==> src/design/etm_pkg.sv <==
// Shared types, constants and arithmetic helpers for the TRS matrix builder.
package etm_pkg;

	localparam int NF = 26;
	localparam int NRED = 8;
	localparam int NCORDIC = 16;
	localparam int MID_DEPTH = 4;
	localparam int OUT_DEPTH = 2;

	localparam logic [31:0] FULL_TURN = 32'd23592960;
	localparam logic signed [32:0] FULL_TURN_S = 33'sd23592960;
	localparam logic signed [32:0] HALF_TURN_S = 33'sd11796480;
	localparam logic signed [32:0] QUARTER_TURN_S = 33'sd5898240;
	localparam logic signed [32:0] BIAS_REM = 33'sd524288;
	localparam logic signed [33:0] CORDIC_GAIN = 34'sd652032874;
	localparam logic signed [31:0] ATAN_DEG [0:NCORDIC-1] = '{
		32'sd2949120, 32'sd1740967, 32'sd919879, 32'sd466945,
		32'sd234379, 32'sd117304, 32'sd58666, 32'sd29335,
		32'sd14668, 32'sd7334, 32'sd3667, 32'sd1833,
		32'sd917, 32'sd458, 32'sd229, 32'sd115
	};

	typedef logic signed [33:0] q30_t;
	typedef logic signed [31:0] q16_t;

	typedef struct packed {
		q16_t pos_x;
		q16_t pos_y;
		q16_t pos_z;
		q16_t pitch_deg;
		q16_t yaw_deg;
		q16_t roll_deg;
		q16_t scale_x;
		q16_t scale_y;
		q16_t scale_z;
	} in_t;

	typedef struct packed {
		q16_t c0_x;
		q16_t c0_y;
		q16_t c0_z;
		q16_t c1_x;
		q16_t c1_y;
		q16_t c1_z;
		q16_t c2_x;
		q16_t c2_y;
		q16_t c2_z;
		q16_t t_x;
		q16_t t_y;
		q16_t t_z;
	} out_t;

	typedef struct packed {
		logic [31:0] r;
		logic flip;
		q30_t x;
		q30_t y;
		q16_t z;
	} lane_t;

	typedef struct packed {
		lane_t [2:0] ln;
		q16_t [2:0] pos;
		q16_t [2:0] sc;
	} fst_t;

	typedef struct packed {
		q30_t cp, sp, cy, sy, cr, sr;
		q16_t [2:0] pos;
		q16_t [2:0] sc;
	} mid_t;

	typedef struct packed {
		q30_t cp, sp, cy, sy, cr, sr;
		q30_t crcy, spsy, spcy, cpsy, srcp, crcp, cpcy, cysr, crsy, srsy;
		q30_t a0, a1, a6, a7;
		q30_t [8:0] e;
		q16_t [2:0] pos;
		q16_t [2:0] sc;
	} bst_t;

	typedef struct packed {
		logic full;
		logic empty;
	} qstat_t;

	function automatic q30_t mul_q30(input q30_t a, input q30_t b);
		logic signed [67:0] p;
		begin
			p = a * b + 68'sd536870912;
			p = p >>> 30;
			return p[33:0];
		end
	endfunction

	function automatic q16_t scale_sat(input q30_t r, input q16_t s);
		logic signed [65:0] p;
		begin
			p = r * s + 66'sd536870912;
			p = p >>> 30;
			if (p > 66'sd2147483647) begin
				return 32'sh7fffffff;
			end else if (p < -66'sd2147483648) begin
				return 32'sh80000000;
			end
			return p[31:0];
		end
	endfunction

endpackage

==> src/design/etm_mid_q.sv <==
// Short queue of sine and cosine sets, with position and scale, between the front and back parts.
module etm_mid_q (
	input  logic clk,
	input  logic arst_n,
	input  logic wr,
	input  etm_pkg::mid_t wdata,
	input  logic rd,
	output etm_pkg::mid_t rdata,
	output etm_pkg::qstat_t stat
);

	etm_pkg::mid_t mem_q [0:etm_pkg::MID_DEPTH-1];
	logic [$clog2(etm_pkg::MID_DEPTH)-1:0] wp_q, rp_q;
	logic [$clog2(etm_pkg::MID_DEPTH):0] cnt_q;

	assign stat.full = (cnt_q == ($clog2(etm_pkg::MID_DEPTH)+1)'(etm_pkg::MID_DEPTH));
	assign stat.empty = (cnt_q == '0);
	assign rdata = mem_q[rp_q];

	always_ff @(posedge clk) begin
		if (wr) begin
			mem_q[wp_q] <= wdata;
		end
	end

	always_ff @(posedge clk or negedge arst_n) begin
		if (!arst_n) begin
			wp_q <= '0;
			rp_q <= '0;
			cnt_q <= '0;
		end else begin
			if (wr) begin
				wp_q <= wp_q + 1'b1;
			end
			if (rd) begin
				rp_q <= rp_q + 1'b1;
			end
			if (wr && !rd) begin
				cnt_q <= cnt_q + 1'b1;
			end else if (rd && !wr) begin
				cnt_q <= cnt_q - 1'b1;
			end
		end
	end

endmodule

==> config.mk <==
export PLATFORM = sky130hd
export DESIGN_NAME = etm_mid_q
export DESIGN_NICKNAME = d
export VERILOG_FILES = /design/src/design/etm_pkg.sv /design/src/design/etm_mid_q.sv
export SDC_FILE = /design/constraint.sdc
export NUM_CORES = 1
export LEC_CHECK = 0
export BUFFER_PORTS_ARGS = -buffer_cell sky130_fd_sc_hd__buf_2
export CAP_MARGIN = 20
export CORE_UTILIZATION = 50
export CTS_CLUSTER_SIZE = 20
export DETAILED_ROUTE_END_ITERATION = 8
export PLACE_DENSITY = 0.81
export SETUP_SLACK_MARGIN = 0.3
export SYNTH_ARGS = -nofsm -noshare
export SYNTH_HDL_FRONTEND = slang
export SYNTH_SLANG_ARGS = --single-unit
==> constraint.sdc <==
create_clock -name clk -period 12.8 [get_ports clk]
set_clock_uncertainty 0.1 [all_clocks]
set_input_delay 3.84 -clock clk [delete_from_list [all_inputs] [get_ports clk]]
set_output_delay 3.84 -clock clk [all_outputs]
set_load 0.05 [all_outputs]
==> results.md <==
- Status: completed
- Fin. max-slew vios: 0
- Worst slack after detailed placement: 5.71 ns
- Period Utilization, post-route: 0.615
- Skew-Pair Late Insertion Delay: 0.74 ns
- Final Cell Area: 68,000 um2
- Boundary Pins: 798
- Setup TNS: 0 ns
- Reg2Reg Depth: 4
- Post-Place Cell Area: 63,200 um2
- Area delta synth->final: 18.3%
- Synth cell types: 20
- Hold WS: 0.412 ns
- Synth warn: 0
- CTS tree: yes
- Hold_buf cts: 0
- Setup slack after layout: 4.93 ns
- Routed wire length: 127,000 um
- Pin count of the biggest net entering global routing: 144
- Clock slew at reported path FFs: 0.06 ns
- Clk sinks: 1,591
- H-tree Lvls: 4
- Max_slew headroom: 0.281
- Clock share of power: 0.233
- Average size of a mapped cell: 27.4 um2
- Die area: 116,000 um2
- Worst min path class: reg2reg
- Total CTS buffers: 150
- VDD IR-drop max: 0.211 mV
- Final cell count without fillers: 4,665
- Adder-Cell Fraction of Synth Area: 0.00144
- First-pass GRT wire length: 180,000 um
- Pre-antenna DRT Iters: 5
- Final Power: 18.5 mW
- Cell Rows: 124
- Worst Setup End Kind: output port
- PostCTS Resize Cnt: 0
- Port buffer count: 797
- Critical Path RT: 8.86 ns
- Synth Area in Simple Gates: 0.000849
- Initial DRC Count: 1,988
- Placed cells: 4,352
- Mean routed wirelength per cell: 27.3 um
- XOR/XNOR Fraction of Synth Area: 0.000914
- Sw power: 7.31 mW
- Synthesized instance count: 2,102
- Synth area leader: edfxtp_1
- Post-synth top area share: 0.827
- Final core utilization: 0.596
- Final setup viols: 0
- Worst-path maximum fanout: 138
- Max Root-Sink Buffers: 3
- Top cells by area, synth: edfxtp_1 (83%), mux4_2 (16%), buf_6 (0.49%)
- Core area: 114,000 um2
- CTS root buf: clkbuf_16
- Mapped cell area: 57,500 um2
- RD Place Congestion: 0.792
- Flops & latches, synth: 1,591
- Grt total ovfl: 0
- Post-CTS Setup Inserts: 0
- Kind of critical path: reg2out
- Post-synthesis mux area share: 0.155
- Post-route ant nets: 0
- Crit path DAT: 3.93 ns
- Vias: 26,500
- Leak: 22.9 nW
- Die Ht: 341 um
- WHS Path Cells: 1
- Fmax: 127 MHz
- Share of post-route cells with drive strength above 1: 0.461
- Final #Nets: 3,398
- Syn Nets: 2,508
- Routed vias/inst: 5.68
- GRT Util Overall: 0.213
- Max Cap Viol: 0
- Seq/Total Area, Yosys: 0.830
- Combinational Power Share: 0.382
- Number of remaining DRC errors: 0
- Cell area power density: 273 nW/um2
- DP HPWL: 75,000 um
- Final Hold Fails: 0
- Least-Margin Pin Slew: 1.08 ns
- Vias in the first global route: 28,000
- Seq pwr share: 0.385
- Initial antenna violation count: 59
- Worst setup SP type: register
- Power Internal: 11.2 mW
- Post-synthesis compound-gate area fraction: 0.0000871
- DIE WIDTH: 341 um
- Largest family of logic cells by synthesized area: multiplexers
- Switching Fraction: 0.394
- Post-layout min period: 7.87 ns
- Initial Utilization: 0.503
- RSZ-0062 raised after global routing: no
==> cells by family (layout without fill, tap and decap cells) <==
group,after synthesis,in the layout
xor gates and xnor gates,6,6
AOI/OAI and AO/OA,1,1
DFF,1591,1591
other,0,44
and+or+nand+nor,9,9
buffers and inverters,92,1099
adders and majority gates,6,6
muxes,397,397
==> synthesized netlist by cell type, drive strengths merged <==
library cell and n:
xor2 4, fa 1, and2 4, edfxtp 1584, nor3 1, nand2 2
nor3b 1, xnor2 2, o21ai 1, inv 4, mux2 1, dfrtp 7
ha 5, buf 82, mux4 396, clkbuf 6, nor2 1
==> state kept, by name, summed over array words and instances (netlist names) <==
name,cells
cnt_q,3
mem_q,1584
wp_q,2
rp_q,2
==> worst max-delay path, cell delays in order (launching register included) <==
cell and delay (ns):
dfrtp_4 1.14, buf_12 0.62, buf_4 0.48, mux4_2 0.38, buf_2 0.24
==> cell usage in the layout, fill, tap and decap left out, drive strengths merged <==
| cell | instances |
|---|---|
| nand2 | 2 |
| nor3 | 1 |
| buf | 826 |
| nor3b | 1 |
| clkinv | 67 |
| and2 | 4 |
| nor2 | 1 |
| clkbuf | 181 |
| inv | 11 |
| edfxtp | 1584 |
| diode | 44 |
| clkinvlp | 2 |
| fa | 1 |
| xnor2 | 2 |
| mux2 | 1 |
| bufinv | 12 |
| dfrtp | 7 |
| mux4 | 396 |
| ha | 5 |
| xor2 | 4 |
| o21ai | 1 |
==> power by group through the flow <==
stage | clock [mW] | combinational, mW | sequential, mW
finish | 4.32 | 7.09 | 7.13
global route | 4.58 | 7.33 | 7.20
CTS | 4.39 | 7.13 | 7.13
detailed placement | 0 | 7.07 | 7.21
global placement | 0 | 7.03 | 7.14
floorplan | 0 | 5.57 | 7.24
==> final cells by class <==
type	count	area [um2]
diodes	44	110
clock buffers	181	3910
clock inverters	88	856
fillers	7652	46200
inverters	4	15.0
multi-input cells	419	9130
flip-flops and latches	1591	47700
well taps	1512	1890
repair buffers	826	4370
==> path summary, 6_finish.rpt <==
path,from,end,slack (ns)
hold reg to reg,cnt_q[2],cnt_q[2],0.41
max in group asynchronous,arst_n,rp_q[1],9.57
setup reg to reg,wp_q[0],mem_q[3][371],9.47
hold / removal,cnt_q[2],cnt_q[2],0.41
setup / recovery,rp_q[1],rdata[365],4.93
min in group asynchronous,arst_n,rp_q[0],2.84
==> layer usage <==
layer  track usage  share of wire  vias up  routed length (um)
li1              -              -    11000                   -
met1         0.242           0.33    13800               42600
met2         0.357           0.52     1271               65600
met3        0.0737          0.097      336               12300
met4         0.108          0.051       40                6520
met5             0         0.0020        -                 259
No activity file was read; power rests on OpenSTA's default activity.
